## config.mk

```make
export PLATFORM = sky130hd
export DESIGN_NAME = grid_best_first_path_search
export DESIGN_NICKNAME = d
export VERILOG_FILES = /design/src/rtl/gbfps_pkg.sv /design/src/rtl/grid_best_first_path_search.sv /design/src/rtl/gbfps_sqrt.sv /design/src/rtl/gbfps_dp.sv /design/src/rtl/gbfps_ctrl.sv
export SDC_FILE = /design/constraint.sdc
export NUM_CORES = 2
export LEC_CHECK = 0
export BUFFER_PORTS_ARGS = -buffer_cell sky130_fd_sc_hd__buf_2
export CAP_MARGIN = 20
export CORE_ASPECT_RATIO = 0.5
export CORE_MARGIN = 4
export CORE_UTILIZATION = 63
export CTS_CLUSTER_SIZE = 14
export DETAILED_ROUTE_END_ITERATION = 8
export GPL_TIMING_DRIVEN = 0
export PLACE_DENSITY_LB_ADDON = 0.12
export RECOVER_POWER = 25
export SLEW_MARGIN = 20
export SYNTH_ARGS = -nofsm -noshare
export SYNTH_HDL_FRONTEND = slang
export SYNTH_SLANG_ARGS = --single-unit
```

## constraint.sdc

```tcl
create_clock -name i_clk -period 7.9 [get_ports i_clk]
set_input_delay 0.79 -clock i_clk [delete_from_list [all_inputs] [get_ports i_clk]]
set_output_delay 0.79 -clock i_clk [all_outputs]
set_load 0.03 [all_outputs]
```

## src/rtl/gbfps_pkg.sv

```systemverilog
package gbfps_pkg;

    localparam int GRID_SIZE      = 8;
    localparam int HEUR_FRAC_BITS = 8;
    localparam int CELLS          = 64;
    localparam int CELL_W         = 6;
    localparam int G_W            = 7;
    localparam int F_W            = G_W + HEUR_FRAC_BITS;
    localparam int SUM_W          = 7;
    localparam int SQ_IN_W        = SUM_W + 2 * HEUR_FRAC_BITS;
    localparam int SQ_W           = (SQ_IN_W + 1) / 2;
    localparam int SQ_CNT_W       = $clog2(SQ_W + 1);
    localparam int CFG_IDX_W      = 2;
    localparam int CFG_DATA_W     = 64;

    typedef enum logic [CFG_IDX_W-1:0] {
        CFG_MAP_WIDTH    = 2'd0,
        CFG_MAP_HEIGHT   = 2'd1,
        CFG_BLOCKED_MASK = 2'd2,
        CFG_UNUSED       = 2'd3
    } t_cfg_idx;

    typedef enum logic [1:0] {
        DIR_POS_X = 2'd0,
        DIR_NEG_X = 2'd1,
        DIR_NEG_Y = 2'd2,
        DIR_POS_Y = 2'd3
    } t_dir;

    typedef enum logic [3:0] {
        S_IDLE,
        S_SCAN,
        S_POP,
        S_NB,
        S_SQRT,
        S_INS,
        S_WALK,
        S_STEP,
        S_EMIT_RD,
        S_EMIT_OUT
    } t_state;

    typedef struct packed {
        logic [CELL_W-1:0] loc;
        logic [G_W-1:0]    g;
        logic [F_W-1:0]    f;
    } t_open;

    typedef struct packed {
        logic init;
        logic scan_start;
        logic scan;
        logic pop;
        logic take;
        logic insert;
        logic dir_next;
        logic walk_init;
        logic walk_step;
        logic emit_init;
        logic emit;
        logic not_found;
    } t_cmd;

    typedef struct packed {
        logic scan_done;
        logic best_v;
        logic nb_ok;
        logic nb_goal;
        logic dir_last;
        logic sq_done;
        logic walk_end;
        logic emit_last;
    } t_stat;

    function automatic logic [CELL_W-1:0] pred_cell(input logic [CELL_W-1:0] c,
                                                    input logic [1:0] d);
        logic [CELL_W-1:0] p;
        p = c;
        unique case (t_dir'(d))
            DIR_POS_X: p = c - CELL_W'(1);
            DIR_NEG_X: p = c + CELL_W'(1);
            DIR_NEG_Y: p = c + CELL_W'(8);
            DIR_POS_Y: p = c - CELL_W'(8);
            default:   p = c;
        endcase
        return p;
    endfunction

endpackage

```

## src/rtl/grid_best_first_path_search.sv

```systemverilog
// Best-first path search on a 4-neighbor grid of up to 8 x 8 cells.
// A query (start and goal cell) is a transaction accepted on a rising edge
// with start high and busy low; busy then stays high until the final result
// is issued and falls in the cycle in which that result is on the ports.
// Results leave on o_point_x/o_point_y with o_found and o_last,
// each valid for exactly one cycle under o_strobe.
// A found path gives one result per cell from start to goal, the final one
// marked by o_last. No path gives a single result with o_found low.
// The receiver cannot stall; results are never held back.
// The search time is set by the open-list scan: each pop reads every entry
// inserted so far through one memory port. Neighbors are checked in turn,
// and each generated cell also passes through the iterative square-root
// unit and the insert. The path walk and output then go cell by cell.
// Queries are taken one at a time.
// Configuration transactions (index, data) are always ready and must be
// issued only while busy is low. Reset sets width and height to 8, clears the
// blocked mask and returns the block to idle.
module grid_best_first_path_search (
    input  logic                                i_clk,
    input  logic                                i_rst_n,
    input  logic                                start,
    output logic                                busy,
    input  logic [2:0]                          i_start_x,
    input  logic [2:0]                          i_start_y,
    input  logic [2:0]                          i_goal_x,
    input  logic [2:0]                          i_goal_y,
    input  logic                                i_cfg_valid,
    output logic                                o_cfg_ready,
    input  logic [gbfps_pkg::CFG_IDX_W-1:0]     i_cfg_index,
    input  logic [gbfps_pkg::CFG_DATA_W-1:0]    i_cfg_data,
    output logic                                o_strobe,
    output logic [2:0]                          o_point_x,
    output logic [2:0]                          o_point_y,
    output logic                                o_found,
    output logic                                o_last
);

    logic [3:0]  r_map_w;
    logic [3:0]  r_map_h;
    logic [63:0] r_mask;

    logic [3:0]       n_w_sat;
    logic [3:0]       n_h_sat;
    gbfps_pkg::t_cmd  n_cmd;
    gbfps_pkg::t_stat n_stat;

    assign o_cfg_ready = 1'b1;

    always_ff @(posedge i_clk) begin
        if (!i_rst_n) begin
            r_map_w <= 4'd8;
            r_map_h <= 4'd8;
            r_mask  <= '0;
        end else if (i_cfg_valid && o_cfg_ready) begin
            unique case (gbfps_pkg::t_cfg_idx'(i_cfg_index))
                gbfps_pkg::CFG_MAP_WIDTH:    r_map_w <= i_cfg_data[3:0];
                gbfps_pkg::CFG_MAP_HEIGHT:   r_map_h <= i_cfg_data[3:0];
                gbfps_pkg::CFG_BLOCKED_MASK: r_mask  <= i_cfg_data[63:0];
                default: ;
            endcase
        end
    end

    always_comb begin
        n_w_sat = (r_map_w > 4'(gbfps_pkg::GRID_SIZE)) ? 4'(gbfps_pkg::GRID_SIZE) : r_map_w;
        n_h_sat = (r_map_h > 4'(gbfps_pkg::GRID_SIZE)) ? 4'(gbfps_pkg::GRID_SIZE) : r_map_h;
    end

    gbfps_ctrl u_ctrl (
        .i_clk   (i_clk),
        .i_rst_n (i_rst_n),
        .i_start (start),
        .o_busy  (busy),
        .o_cmd   (n_cmd),
        .i_stat  (n_stat)
    );

    gbfps_dp u_dp (
        .i_clk     (i_clk),
        .i_rst_n   (i_rst_n),
        .i_cmd     (n_cmd),
        .o_stat    (n_stat),
        .i_width   (n_w_sat),
        .i_height  (n_h_sat),
        .i_mask    (r_mask),
        .i_start_x (i_start_x),
        .i_start_y (i_start_y),
        .i_goal_x  (i_goal_x),
        .i_goal_y  (i_goal_y),
        .o_strobe  (o_strobe),
        .o_point_x (o_point_x),
        .o_point_y (o_point_y),
        .o_found   (o_found),
        .o_last    (o_last)
    );

endmodule

```

## src/rtl/gbfps_sqrt.sv

```systemverilog
module gbfps_sqrt (
    input  logic                              i_clk,
    input  logic                              i_rst_n,
    input  logic                              i_start,
    input  logic [gbfps_pkg::SQ_IN_W-1:0]     i_value,
    output logic [gbfps_pkg::SQ_W-1:0]        o_root,
    output logic                              o_busy
);

    logic [2*gbfps_pkg::SQ_W-1:0]   r_v;
    logic [gbfps_pkg::SQ_W+1:0]     r_rem;
    logic [gbfps_pkg::SQ_W-1:0]     r_q;
    logic [gbfps_pkg::SQ_CNT_W-1:0] r_cnt;

    logic [gbfps_pkg::SQ_W+1:0] n_rem;
    logic [gbfps_pkg::SQ_W+1:0] n_trial;

    always_comb begin
        n_rem   = {r_rem[gbfps_pkg::SQ_W-1:0], r_v[2*gbfps_pkg::SQ_W-1 -: 2]};
        n_trial = {r_q, 2'b01};
    end

    always_ff @(posedge i_clk) begin
        if (!i_rst_n) begin
            r_cnt <= '0;
        end else if (i_start) begin
            r_cnt <= gbfps_pkg::SQ_CNT_W'(gbfps_pkg::SQ_W);
        end else if (r_cnt != '0) begin
            r_cnt <= r_cnt - 1'b1;
        end
    end

    always_ff @(posedge i_clk) begin
        if (i_start) begin
            r_v   <= (2*gbfps_pkg::SQ_W)'(i_value);
            r_rem <= '0;
            r_q   <= '0;
        end else if (r_cnt != '0) begin
            r_v <= r_v << 2;
            if (n_rem >= n_trial) begin
                r_rem <= n_rem - n_trial;
                r_q   <= {r_q[gbfps_pkg::SQ_W-2:0], 1'b1};
            end else begin
                r_rem <= n_rem;
                r_q   <= {r_q[gbfps_pkg::SQ_W-2:0], 1'b0};
            end
        end
    end

    assign o_root = r_q;
    assign o_busy = (r_cnt != '0);

endmodule

```

## src/rtl/gbfps_dp.sv

```systemverilog
module gbfps_dp (
    input  logic                 i_clk,
    input  logic                 i_rst_n,
    input  gbfps_pkg::t_cmd      i_cmd,
    output gbfps_pkg::t_stat     o_stat,
    input  logic [3:0]           i_width,
    input  logic [3:0]           i_height,
    input  logic [63:0]          i_mask,
    input  logic [2:0]           i_start_x,
    input  logic [2:0]           i_start_y,
    input  logic [2:0]           i_goal_x,
    input  logic [2:0]           i_goal_y,
    output logic                 o_strobe,
    output logic [2:0]           o_point_x,
    output logic [2:0]           o_point_y,
    output logic                 o_found,
    output logic                 o_last
);

    localparam int CW = gbfps_pkg::CELL_W;

    gbfps_pkg::t_open r_open_mem [gbfps_pkg::CELLS];
    logic [1:0]       r_pdir_mem [gbfps_pkg::CELLS];
    logic [CW-1:0]    r_stk_mem  [gbfps_pkg::CELLS];

    logic [gbfps_pkg::CELLS-1:0] r_vis;
    logic [gbfps_pkg::CELLS-1:0] r_valid;
    logic [CW-1:0]               r_start;
    logic [CW-1:0]               r_goal;
    logic [CW:0]                 r_seq;
    logic [CW:0]                 r_scan;
    logic                        r_rd_on;
    logic [CW-1:0]               r_rd_idx;
    gbfps_pkg::t_open            r_open_rd;
    logic                        r_best_v;
    logic [CW-1:0]               r_best_idx;
    gbfps_pkg::t_open            r_best;
    logic [CW-1:0]               r_cur;
    logic [gbfps_pkg::G_W-1:0]   r_cur_g;
    logic [1:0]                  r_dir;
    logic [CW-1:0]               r_new_cell;
    logic [gbfps_pkg::G_W-1:0]   r_new_g;
    logic [CW-1:0]               r_wcur;
    logic [CW:0]                 r_n;
    logic [1:0]                  r_pd;
    logic [CW-1:0]               r_ptr;
    logic [CW-1:0]               r_stk_rd;
    logic                        r_strobe;
    logic [2:0]                  r_px;
    logic [2:0]                  r_py;
    logic                        r_found;
    logic                        r_last;

    logic [3:0]                  n_nx;
    logic [3:0]                  n_ny;
    logic [CW-1:0]               n_nb_cell;
    logic                        n_in_grid;
    logic [2:0]                  n_dx;
    logic [2:0]                  n_dy;
    logic [gbfps_pkg::SUM_W-1:0] n_sum;
    logic [gbfps_pkg::SQ_IN_W-1:0] n_sq_in;
    logic [gbfps_pkg::SQ_W-1:0]  n_root;
    logic                        n_sq_busy;
    logic [gbfps_pkg::F_W-1:0]   n_f;
    logic [CW-1:0]               n_prev;
    logic                        n_better;

    always_comb begin
        n_nx = {1'b0, r_cur[2:0]};
        n_ny = {1'b0, r_cur[5:3]};
        unique case (gbfps_pkg::t_dir'(r_dir))
            gbfps_pkg::DIR_POS_X: n_nx = {1'b0, r_cur[2:0]} + 4'd1;
            gbfps_pkg::DIR_NEG_X: n_nx = {1'b0, r_cur[2:0]} - 4'd1;
            gbfps_pkg::DIR_NEG_Y: n_ny = {1'b0, r_cur[5:3]} - 4'd1;
            gbfps_pkg::DIR_POS_Y: n_ny = {1'b0, r_cur[5:3]} + 4'd1;
            default: n_nx = {1'b0, r_cur[2:0]};
        endcase
        n_nb_cell = {n_ny[2:0], n_nx[2:0]};
        n_in_grid = (n_nx < i_width) && (n_ny < i_height);
        n_dx = (n_nx[2:0] > r_goal[2:0]) ? n_nx[2:0] - r_goal[2:0] : r_goal[2:0] - n_nx[2:0];
        n_dy = (n_ny[2:0] > r_goal[5:3]) ? n_ny[2:0] - r_goal[5:3] : r_goal[5:3] - n_ny[2:0];
        n_sum = gbfps_pkg::SUM_W'({3'b0, n_dx} * {3'b0, n_dx})
              + gbfps_pkg::SUM_W'({3'b0, n_dy} * {3'b0, n_dy});
        n_sq_in = {n_sum, {(2*gbfps_pkg::HEUR_FRAC_BITS){1'b0}}};
        n_f = {r_new_g, {gbfps_pkg::HEUR_FRAC_BITS{1'b0}}}
            + gbfps_pkg::F_W'(n_root);
        n_prev = gbfps_pkg::pred_cell(r_wcur, r_pd);
        n_better = r_rd_on && r_valid[r_rd_idx] && (!r_best_v || (r_open_rd.f < r_best.f));
    end

    gbfps_sqrt u_sqrt (
        .i_clk   (i_clk),
        .i_rst_n (i_rst_n),
        .i_start (i_cmd.take),
        .i_value (n_sq_in),
        .o_root  (n_root),
        .o_busy  (n_sq_busy)
    );

    always_comb begin
        o_stat.scan_done = (r_scan == r_seq) && !r_rd_on;
        o_stat.best_v    = r_best_v;
        o_stat.nb_ok     = n_in_grid && !i_mask[n_nb_cell] && !r_vis[n_nb_cell];
        o_stat.nb_goal   = (n_nb_cell == r_goal);
        o_stat.dir_last  = (gbfps_pkg::t_dir'(r_dir) == gbfps_pkg::DIR_POS_Y);
        o_stat.sq_done   = !n_sq_busy;
        o_stat.walk_end  = (r_wcur == r_start) || (r_n == (CW+1)'(gbfps_pkg::CELLS));
        o_stat.emit_last = (r_ptr == '0);
    end

    always_ff @(posedge i_clk) begin
        if (i_cmd.init) begin
            r_open_mem[0] <= '{loc: {i_start_y, i_start_x}, g: '0, f: '0};
        end else if (i_cmd.insert) begin
            r_open_mem[r_seq[CW-1:0]] <= '{loc: r_new_cell, g: r_new_g, f: n_f};
        end
        r_open_rd <= r_open_mem[r_scan[CW-1:0]];
        if (i_cmd.take) begin
            r_pdir_mem[n_nb_cell] <= r_dir;
        end
        r_pd <= r_pdir_mem[r_wcur];
        if (i_cmd.walk_init) begin
            r_stk_mem[0] <= r_goal;
        end else if (i_cmd.walk_step) begin
            r_stk_mem[r_n[CW-1:0]] <= n_prev;
        end
        r_stk_rd <= r_stk_mem[r_ptr];
    end

    always_ff @(posedge i_clk) begin
        if (!i_rst_n) begin
            r_vis    <= '0;
            r_valid  <= '0;
            r_seq    <= '0;
            r_scan   <= '0;
            r_rd_on  <= 1'b0;
            r_best_v <= 1'b0;
            r_strobe <= 1'b0;
        end else begin
            r_strobe <= i_cmd.emit || i_cmd.not_found;
            if (i_cmd.init) begin
                r_vis   <= gbfps_pkg::CELLS'(1) << {i_start_y, i_start_x};
                r_valid <= gbfps_pkg::CELLS'(1);
                r_seq   <= (CW+1)'(1);
            end else begin
                if (i_cmd.take) begin
                    r_vis[n_nb_cell] <= 1'b1;
                end
                if (i_cmd.pop) begin
                    r_valid[r_best_idx] <= 1'b0;
                end
                if (i_cmd.insert) begin
                    r_valid[r_seq[CW-1:0]] <= 1'b1;
                    r_seq <= r_seq + 1'b1;
                end
            end
            if (i_cmd.init || i_cmd.scan_start) begin
                r_scan   <= '0;
                r_rd_on  <= 1'b0;
                r_best_v <= 1'b0;
            end else begin
                r_rd_on <= i_cmd.scan && (r_scan < r_seq);
                if (i_cmd.scan && (r_scan < r_seq)) begin
                    r_scan <= r_scan + 1'b1;
                end
                if (n_better) begin
                    r_best_v <= 1'b1;
                end
            end
        end
    end

    always_ff @(posedge i_clk) begin
        r_rd_idx <= r_scan[CW-1:0];
        if (n_better) begin
            r_best     <= r_open_rd;
            r_best_idx <= r_rd_idx;
        end
        if (i_cmd.init) begin
            r_start <= {i_start_y, i_start_x};
            r_goal  <= {i_goal_y, i_goal_x};
        end
        if (i_cmd.pop) begin
            r_cur   <= r_best.loc;
            r_cur_g <= r_best.g;
            r_dir   <= gbfps_pkg::DIR_POS_X;
        end else if (i_cmd.dir_next) begin
            r_dir <= r_dir + 1'b1;
        end
        if (i_cmd.take) begin
            r_new_cell <= n_nb_cell;
            r_new_g    <= r_cur_g + 1'b1;
        end
        if (i_cmd.walk_init) begin
            r_wcur <= r_goal;
            r_n    <= (CW+1)'(1);
        end else if (i_cmd.walk_step) begin
            r_wcur <= n_prev;
            r_n    <= r_n + 1'b1;
        end
        if (i_cmd.emit_init) begin
            r_ptr <= CW'(r_n - 1'b1);
        end else if (i_cmd.emit) begin
            r_ptr <= r_ptr - 1'b1;
        end
        if (i_cmd.emit) begin
            r_px    <= r_stk_rd[2:0];
            r_py    <= r_stk_rd[5:3];
            r_found <= 1'b1;
            r_last  <= (r_ptr == '0);
        end else if (i_cmd.not_found) begin
            r_px    <= '0;
            r_py    <= '0;
            r_found <= 1'b0;
            r_last  <= 1'b1;
        end
    end

    assign o_strobe  = r_strobe;
    assign o_point_x = r_px;
    assign o_point_y = r_py;
    assign o_found   = r_found;
    assign o_last    = r_last;

    a_no_overflow: assert property (@(posedge i_clk) disable iff (!i_rst_n)
        i_cmd.insert |-> (r_seq < (CW+1)'(gbfps_pkg::CELLS)))
        else $error("Open list written beyond its depth.");

    a_nf_last: assert property (@(posedge i_clk) disable iff (!i_rst_n)
        (r_strobe && !r_found) |-> r_last)
        else $error("A not-found result must end the query.");

    a_last_gap: assert property (@(posedge i_clk) disable iff (!i_rst_n)
        (r_strobe && r_last) |=> !r_strobe)
        else $error("Result follows the final result of a query.");

endmodule

```

## src/rtl/gbfps_ctrl.sv

```systemverilog
module gbfps_ctrl (
    input  logic             i_clk,
    input  logic             i_rst_n,
    input  logic             i_start,
    output logic             o_busy,
    output gbfps_pkg::t_cmd  o_cmd,
    input  gbfps_pkg::t_stat i_stat
);

    gbfps_pkg::t_state r_state;
    gbfps_pkg::t_state n_state;

    always_ff @(posedge i_clk) begin
        if (!i_rst_n) begin
            r_state <= gbfps_pkg::S_IDLE;
        end else begin
            r_state <= n_state;
        end
    end

    always_comb begin
        n_state = r_state;
        o_cmd   = '0;
        o_busy  = 1'b1;
        unique case (r_state)
            gbfps_pkg::S_IDLE: begin
                o_busy = 1'b0;
                if (i_start) begin
                    o_cmd.init = 1'b1;
                    n_state    = gbfps_pkg::S_SCAN;
                end
            end
            gbfps_pkg::S_SCAN: begin
                o_cmd.scan = 1'b1;
                if (i_stat.scan_done) begin
                    n_state = gbfps_pkg::S_POP;
                end
            end
            gbfps_pkg::S_POP: begin
                if (i_stat.best_v) begin
                    o_cmd.pop = 1'b1;
                    n_state   = gbfps_pkg::S_NB;
                end else begin
                    o_cmd.not_found = 1'b1;
                    n_state         = gbfps_pkg::S_IDLE;
                end
            end
            gbfps_pkg::S_NB: begin
                if (i_stat.nb_ok) begin
                    o_cmd.take = 1'b1;
                    if (i_stat.nb_goal) begin
                        o_cmd.walk_init = 1'b1;
                        n_state         = gbfps_pkg::S_WALK;
                    end else begin
                        n_state = gbfps_pkg::S_SQRT;
                    end
                end else if (i_stat.dir_last) begin
                    o_cmd.scan_start = 1'b1;
                    n_state          = gbfps_pkg::S_SCAN;
                end else begin
                    o_cmd.dir_next = 1'b1;
                end
            end
            gbfps_pkg::S_SQRT: begin
                if (i_stat.sq_done) begin
                    n_state = gbfps_pkg::S_INS;
                end
            end
            gbfps_pkg::S_INS: begin
                o_cmd.insert = 1'b1;
                if (i_stat.dir_last) begin
                    o_cmd.scan_start = 1'b1;
                    n_state          = gbfps_pkg::S_SCAN;
                end else begin
                    o_cmd.dir_next = 1'b1;
                    n_state        = gbfps_pkg::S_NB;
                end
            end
            gbfps_pkg::S_WALK: begin
                if (i_stat.walk_end) begin
                    o_cmd.emit_init = 1'b1;
                    n_state         = gbfps_pkg::S_EMIT_RD;
                end else begin
                    n_state = gbfps_pkg::S_STEP;
                end
            end
            gbfps_pkg::S_STEP: begin
                o_cmd.walk_step = 1'b1;
                n_state         = gbfps_pkg::S_WALK;
            end
            gbfps_pkg::S_EMIT_RD: begin
                n_state = gbfps_pkg::S_EMIT_OUT;
            end
            gbfps_pkg::S_EMIT_OUT: begin
                o_cmd.emit = 1'b1;
                n_state    = i_stat.emit_last ? gbfps_pkg::S_IDLE : gbfps_pkg::S_EMIT_RD;
            end
            default: begin
                n_state = gbfps_pkg::S_IDLE;
            end
        endcase
    end

    a_busy_on_start: assert property (@(posedge i_clk) disable iff (!i_rst_n)
        (i_start && !o_busy) |=> o_busy)
        else $error("Block not busy after accepting a query.");

    a_take_in_nb: assert property (@(posedge i_clk) disable iff (!i_rst_n)
        o_cmd.take |-> (r_state == gbfps_pkg::S_NB && i_stat.nb_ok))
        else $error("Cell generated outside neighbor evaluation.");

    a_emit_order: assert property (@(posedge i_clk) disable iff (!i_rst_n)
        o_cmd.emit |-> $past(r_state == gbfps_pkg::S_EMIT_RD))
        else $error("Path result issued without a stack read.");

endmodule
```

== Word-level counts from Yosys, hierarchy flattened ==
Memories as Yosys holds them, arrays and structs flattened. A register that Yosys moved wholly into a read port is not among the register bits.
Cells that the tools add are included.
Word-level totals
  bits in registers: 364
  bits in latches: 0
  memory bits (writable): 2304
  bits in read-only memories: 0
  input port bits: 82
  output and inout port bits: 11
  memories kept: 3
Cells by class
  $add $sub $neg: 23
  multipliers: 2
  div/mod/pow operators: 0
  magnitude comparators: 16
  eq/ne operators: 25
  shift operators: 1
  multiplexer cells: 96
  bitwise gates (word level): 5
  reductions and logical operators: 39
Memory list
  u_dp.r_open_mem: depth 64, width 28, rd ports 1, clocked after Yosys merged registers in 1, wr ports 1, RTL line gbfps_dp.sv:22  | gbfps_pkg::t_open r_open_mem [gbfps_pkg::CELLS];
  u_dp.r_stk_mem: depth 64, width 6, rd ports 1, clocked after Yosys merged registers in 1, wr ports 1, RTL line gbfps_dp.sv:24  | logic [CW-1:0] r_stk_mem [gbfps_pkg::CELLS];
  u_dp.r_pdir_mem: depth 64, width 2, rd ports 1, clocked after Yosys merged registers in 1, wr ports 1, RTL line gbfps_dp.sv:23  | logic [1:0] r_pdir_mem [gbfps_pkg::CELLS];
Operators with widths (number)
  2-to-1 mux 64 bit: 6
  bitwise OR 64 bit: 2
  AND 64 bit: 1
  inverter 64 bit: 1
  left shift 1 x 6 -> 64 bit (first input constant): 1
  2-to-1 mux 1 bit: 48
  2-to-1 mux 23 bit: 2
  2-to-1 mux 4 bit: 11
  2-to-1 mux 6 bit: 7
  case mux 4 bit (10 select lines): 1
  adder 7 x 1 -> 7 bit (second input constant): 4
  < comparator 6 x 7 -> 1 bit (second input constant): 4
  2-to-1 mux 28 bit: 1
  OR reduction 28 bit: 1
  case mux 6 bit (4 select lines): 1
  binary-select mux 1 bit (select 6 bit): 3
  demux 1 bit (select 6 bit): 3
  greater-or-equal comparator 6 x 1 -> 1 bit (second input constant): 3
  subtractor 6 x 1 -> 6 bit (second input constant): 3
  equality test 4 x 3 -> 1 bit (second input constant): 4
  case mux 4 bit (2 select lines): 2
  adder 15 x 12 -> 15 bit: 1
  < comparator 15 bit: 1
  2-to-1 mux 3 bit: 5
  other kinds (42): 91

== Depth between registers and ports, before layout ==
  depth after elaboration: 13
  gate-level depth with buffers: 25

== Modules after synthesis ==
Synthesis repeated with hierarchy kept, for this count alone.
Second synthesis, totals
  cell total of the unflattened synthesis: 5699
  area total of the unflattened synthesis: 109413.7 µm²
Modules (own cells, without submodules)
  gbfps_dp: instances 1, cells each 5024, area an instance 103055.1 µm², sequential area each 75862.8 µm²
  gbfps_sqrt: instances 1, cells each 298, area an instance 3010.4 µm², sequential area each 1271.2 µm²
  grid_best_first_path_search: instances 1, cells each 317, area an instance 2911.5 µm², sequential area each 1441.4 µm²
  gbfps_ctrl: instances 1, cells each 60, area an instance 436.7 µm², sequential area each 80.1 µm²

== Worst setup path before layout ==
No wires, ideal clock.
  path kind: register to register
  start point: register u_dp.r_dir[1]
  end point: register u_dp.u_sqrt.r_v[21] in the netlist's numbering, data pin
  setup time: 0.262 ns
  arrival: 6.147 ns
  required time: 7.638 ns
  slack: 1.491 ns
  cell stages (with the launch flop): 26
  buffers on the path: 4
  period minus slack after synthesis: 6.409 ns
  path through: dfxtp_1 -> inv_1 -> ha_1 -> buf_2 -> clkbuf_1 -> xor2_1 -> ha_1 -> a21oi_1 -> or3_1 -> o211a_1 -> buf_2 -> inv_2 -> buf_1 -> ha_1 -> and3_1 -> a21oi_1 -> mux2_2 -> inv_1 -> ha_1 -> a21o_1 -> fa_1 -> ha_1 -> inv_1 -> fa_1 -> xnor2_1 -> mux2_1
Between the ends
  longest elaborated chain between the ends: 10
RTL lines
  start: declaration: RTL line gbfps_dp.sv:40  | logic [1:0] r_dir;
  start signal: assignment: RTL line gbfps_dp.sv:186  | r_dir <= gbfps_pkg::DIR_POS_X;
  start signal: assignment: RTL line gbfps_dp.sv:188  | r_dir <= r_dir + 1'b1;
  equality test 2 x 1 -> 1 bit / logical NOT 2 bit (equally long branches): RTL line gbfps_dp.sv:71  | unique case (gbfps_pkg::t_dir'(r_dir))
  case mux 4 bit (2 select lines) *: RTL line gbfps_dp.sv:71
  net u_dp.n_nx[2]: RTL line gbfps_dp.sv:54  | logic [3:0] n_nx;
  parallel branches: the longest is 7 deep, another holds adder 6 x 6 -> 7 bit
  2-to-1 mux 23 bit *: RTL line gbfps_sqrt.sv:34  | if (i_start) begin
  end signal: assignment: RTL line gbfps_sqrt.sv:35  | r_v <= (2*gbfps_pkg::SQ_W)'(i_value);
  end signal: assignment: RTL line gbfps_sqrt.sv:39  | r_v <= r_v << 2;
  end: declaration: RTL line gbfps_sqrt.sv:10  | logic [2*gbfps_pkg::SQ_W-1:0] r_v;
Mark *: on every way through the listed nets, which the timed path passes. The select of a mux whose other input is x is not followed.
A chain may end at the register's enable or synchronous reset.

== Worst setup path in the final report ==
  start point: register u_dp.r_dir[0]
  end point: memory u_dp.r_stk_mem[8][3] in the netlist's numbering, enable pin
Between the ends
  longest elaborated chain between the ends: 13
RTL lines
  equality test 2 bit: RTL line gbfps_dp.sv:71
  case mux 4 bit (2 select lines) *: RTL line gbfps_dp.sv:71
  net u_dp.n_ny[2]: RTL line gbfps_dp.sv:55  | logic [3:0] n_ny;
  binary-select mux 1 bit (select 6 bit): RTL line gbfps_dp.sv:103  | o_stat.nb_ok = n_in_grid && !i_mask[n_nb_cell] && !r_vis[n_nb_cell];
  2-to-1 mux 1 bit (not written as such): RTL line gbfps_dp.sv:103
  logical NOT 1 bit: RTL line gbfps_dp.sv:103
  logical AND 1 bit (2 in series): RTL line gbfps_dp.sv:103
  2-to-1 mux 1 bit *: RTL line gbfps_ctrl.sv:49  | if (i_stat.nb_ok) begin
  2-to-1 mux 1 bit *: RTL line gbfps_ctrl.sv:25  | unique case (r_state)
  2-to-1 mux 1 bit: RTL line gbfps_dp.sv:122  | if (i_cmd.walk_init) begin
  2-to-1 mux 1 bit (not written as such): RTL line gbfps_dp.sv:125  | r_stk_mem[r_n[CW-1:0]] <= n_prev;
  OR reduction 6 bit (no source line)
  2-to-1 mux 6 bit (no source line) / 2-to-1 mux 1 bit (equally long branches)
  end: declaration: RTL line gbfps_dp.sv:24
Mark *: on every way through the listed nets, which the timed path passes. The rest lies on a longest branch. The select of a mux whose other input is x is not followed.

==> impl_metrics.env <==
export IMPL_synthDominantCellAreaShare=0.6673
export IMPL_cts_setup_buffers=0
export IMPL_syn_num_nets=5926
export IMPL_gr_total_overflow=0
export IMPL_synth_cell_area_um2=108100
export IMPL_worstMarginPinSlew_ns=3.573
export IMPL_hold_viol=0
export IMPL_critPathLaunchType="flop"
export IMPL_syn_avg_cell_area_um2=18.79
export IMPL_cts_root_buf="sky130_fd_sc_hd__clkbuf_16"
export IMPL_clockPowerShare=0.342
export IMPL_share_comb_of_total_power=0.134
export IMPL_cts_tree="built"
export IMPL_max_slew_margin_rel=-1.382
export IMPL_postCtsResizedCells=0
export IMPL_cp_data_arrival_time_ns=7.86
export IMPL_max_stage_delay_ns=0.72
export IMPL_synth_enable_flop_cells=2402
export IMPL_die_area_um2=178700
export IMPL_path_clk_slew_ns=0.07
export IMPL_timing_setup_critical_path_class="reg2reg"
export IMPL_drtIter0Drc=8939
export IMPL_final_setup_viol_count=0
export IMPL_ys_top_cells_by_count="2402 x sky130_fd_sc_hd__edfxtp_1, 783 x sky130_fd_sc_hd__mux4_2, 330 x sky130_fd_sc_hd__nand2_1, 302 x sky130_fd_sc_hd__dfxtp_1, 291 x sky130_fd_sc_hd__nor2_1"
export IMPL_final_max_slew_violation_count=601
export IMPL_grt_pass1_wl_mm=411.6
export IMPL_grt_start_max_net_pins=65
export IMPL_critical_path_buf_inv_count=5
export IMPL_path_delay_family="compound AO/OA/AOI/OAI gates"
export IMPL_ctsLongestPathBuffers=4
export IMPL_timing_critical_path_cells="ha_1, clkbuf_1, inv_1, clkbuf_1, ha_1, xnor2_1, o21ai_1, clkinv_1, nand3_1, a311o_1, a21oi_1, a2111oi_2, nand4_1, clkbuf_1, a211oi_2"
export IMPL_min_delay_path_class="in2reg"
export IMPL_synth_most_common_cell="sky130_fd_sc_hd__edfxtp_1"
export IMPL_synth_area_leader_cell="sky130_fd_sc_hd__edfxtp_1"
export IMPL_asyncSetResetFlopFracSynth=0
export IMPL_power_switching_mw=7.832
export IMPL_crit_fanout=22
export IMPL_number_of_antenna_violations_at_the_first_check_in_global_routing=15
export IMPL_drt_pass1_iterations=8
export IMPL_synth_cells=5752
export IMPL_first_global_vias=58230
export IMPL_fin_worst_skew_ns=0.04860
export IMPL_dr_total_vias=58689
export IMPL_drt_drc_violations_left=0
export IMPL_ys_dominant_reg_cell="sky130_fd_sc_hd__edfxtp_1"
export IMPL_vdd_ir_drop_worst_v=0.0001912
export IMPL_p_total_mw=30.65
export IMPL_worstPathRequired_ns=8.39
export IMPL_ctsHoldBuffers=0
export IMPL_fin_worst_hold_slack_ns=0.1180
export IMPL_ys_warn_count=0
export IMPL_timing_final_ws_setup_ns=0.5294
export IMPL_grt_setup_unrepaired="false"
export IMPL_clkLatencyLatePin_ns=0.89
export IMPL_net_switching_fraction_of_the_power=0.2555
export IMPL_power_per_cell_area_nw_per_um2=255.9
export IMPL_ant_nets=0
export IMPL_area_growth_syn_to_layout_pct=10.82
export IMPL_gr_usage_all_layers=0.3226
export IMPL_floorplan_die_height_um=300.9
export IMPL_finalWirelength_mm=284.5
export IMPL_start_util=0.6342
export IMPL_finalWeightedCongestion=0.9551
export IMPL_setup_tns_ns=0
export IMPL_final_min_period_over_clock_period=0.9330
export IMPL_ff2ff_path_depth=15
export IMPL_synth_seq_area_share=0.7233
export IMPL_static_leak_nw=36.54
export IMPL_h_tree_depth=4
export IMPL_detail_route_wl_per_cell_um=33.03
export IMPL_power_frac_seq=0.524
export IMPL_die_w_um=593.8
export IMPL_cp_slowest_cell="sky130_fd_sc_hd__a2111oi_2"
export IMPL_detailedPlace_worstSlack_ns=0.3235
export IMPL_crit_path_frequent_cell="sky130_fd_sc_hd__clkbuf_1"
export IMPL_place_area_um2=113800
export IMPL_fp_row_count=107
export IMPL_final_area_um2=119800
export IMPL_netlist_top_cells_area="sky130_fd_sc_hd__edfxtp_1 67%, sky130_fd_sc_hd__mux4_2 16%, sky130_fd_sc_hd__dfxtp_1 5.6%"
export IMPL_detailed_place_hpwl_mm=188.1
export IMPL_whs_path_depth=1
export IMPL_run_status="finished with violations"
export IMPL_layout_nets=6344
export IMPL_port_buffers=90
export IMPL_cts_buffers=229
export IMPL_viasPerCell=6.812
export IMPL_crit_cells=15
export IMPL_coreArea_um2=170400
export IMPL_failed_checks="capacitance limit, slew limit"
export IMPL_count_of_cell_types_in_the_netlist=84
export IMPL_boundaryPins=93
export IMPL_critical_path_endpoint_type="flop"
export IMPL_finalWorstPathRequiredPeriod_ns=7.371
export IMPL_clock_sink_count=2704
export IMPL_internal_power_mw=22.82
export IMPL_synth_seq_cells=2704
export IMPL_max_freq_mhz=135.7
export IMPL_ratio_of_cells_with_drive_above_1_in_the_final_layout=0.2195
export IMPL_max_cap_violations=18
-- power by group through the flow --
stage / Combinational [mW] / Clock, mW / Sequential (mW)
finish: 4.12 / 10.5 / 16.1
global route: 4.45 / 11.2 / 16.1
CTS: 4.12 / 10.5 / 16.0
detailed placement: 4.09 / 0 / 16.4
global placement: 3.79 / 0 / 16.4
floorplan: 2.62 / 0 / 16.3
-- metal layers --
metal	global-route usage	wire [um]	vias up
li1	-	-	23930
met2	0.4847	129300	3603
met4	0.1028	10320	8
met3	0.08032	34640	567
met1	0.4762	110200	30581
met5	0	57	-
-- layout by cell type, fill, tap and decap left out, drive strengths merged, types with 99 or more instances in the layout --
cell type,count
buf,242
mux4,783
dfxtp,302
o21ai,181
a21oi,260
inv,212
nand2,331
nor2,291
edfxtp,2402
nor3,99
clkbuf,589
-- per-stage QoR --
step	utilization	std cells
floorplan	-	5752
global placement	0.6536	8131
detailed placement	0.6675	8225
CTS	0.7059	8592
global route	0.7026	8599
finish	0.7028	8615
-- worst paths after layout --
path,slack [ns],endpoint,start
setup reg to reg,0.53,u_dp.r_stk_mem[8][3],u_dp.r_dir[0]
hold reg to reg,0.36,u_dp.r_rd_idx[3],u_dp.r_scan[3]
hold / removal,0.12,u_dp.r_goal[3],i_goal_y[0]
setup / recovery,0.53,u_dp.r_stk_mem[8][3],u_dp.r_dir[0]
-- registers in the layout (all words and copies together), names as in the netlist, 7 cells and up --
register and count:
u_dp.r_valid 64, u_dp.r_new_g 7, u_dp.r_n 7, u_dp.r_stk_mem 384, u_dp.r_open_rd 28, r_mask 64
u_dp.u_sqrt.r_v 8, u_dp.r_best 28, u_dp.r_scan 7, u_dp.u_sqrt.o_root 12, u_dp.u_sqrt.r_rem 12, u_dp.r_cur_g 7
u_dp.r_open_mem 1792, u_dp.r_seq 7, u_dp.r_vis 64, u_dp.r_pdir_mem 128
-- logic make-up after synthesis --
logic type / share of synthesized area
flops: 0.7233
simple gates: 0.03694
mux: 0.1683
compound gates: 0.03606
buf+inv: 0.01941
fa+ha+maj: 0.01134
xor+xnor: 0.004619
other cells: 0.00003469
-- layout make-up --
type | instances | area (um2)
antenna | 20 | 50.05
buffer | 312 | 1336
tap | 2289 | 2864
sequential | 2704 | 78180
multi-input combinational | 2524 | 28000
clock buffer | 333 | 6307
clock inverter | 34 | 237.7
inverter | 212 | 803.3
fill | 10377 | 50650
timing repair buffer | 187 | 2003
No activity file was read; power rests on OpenSTA's default activity.
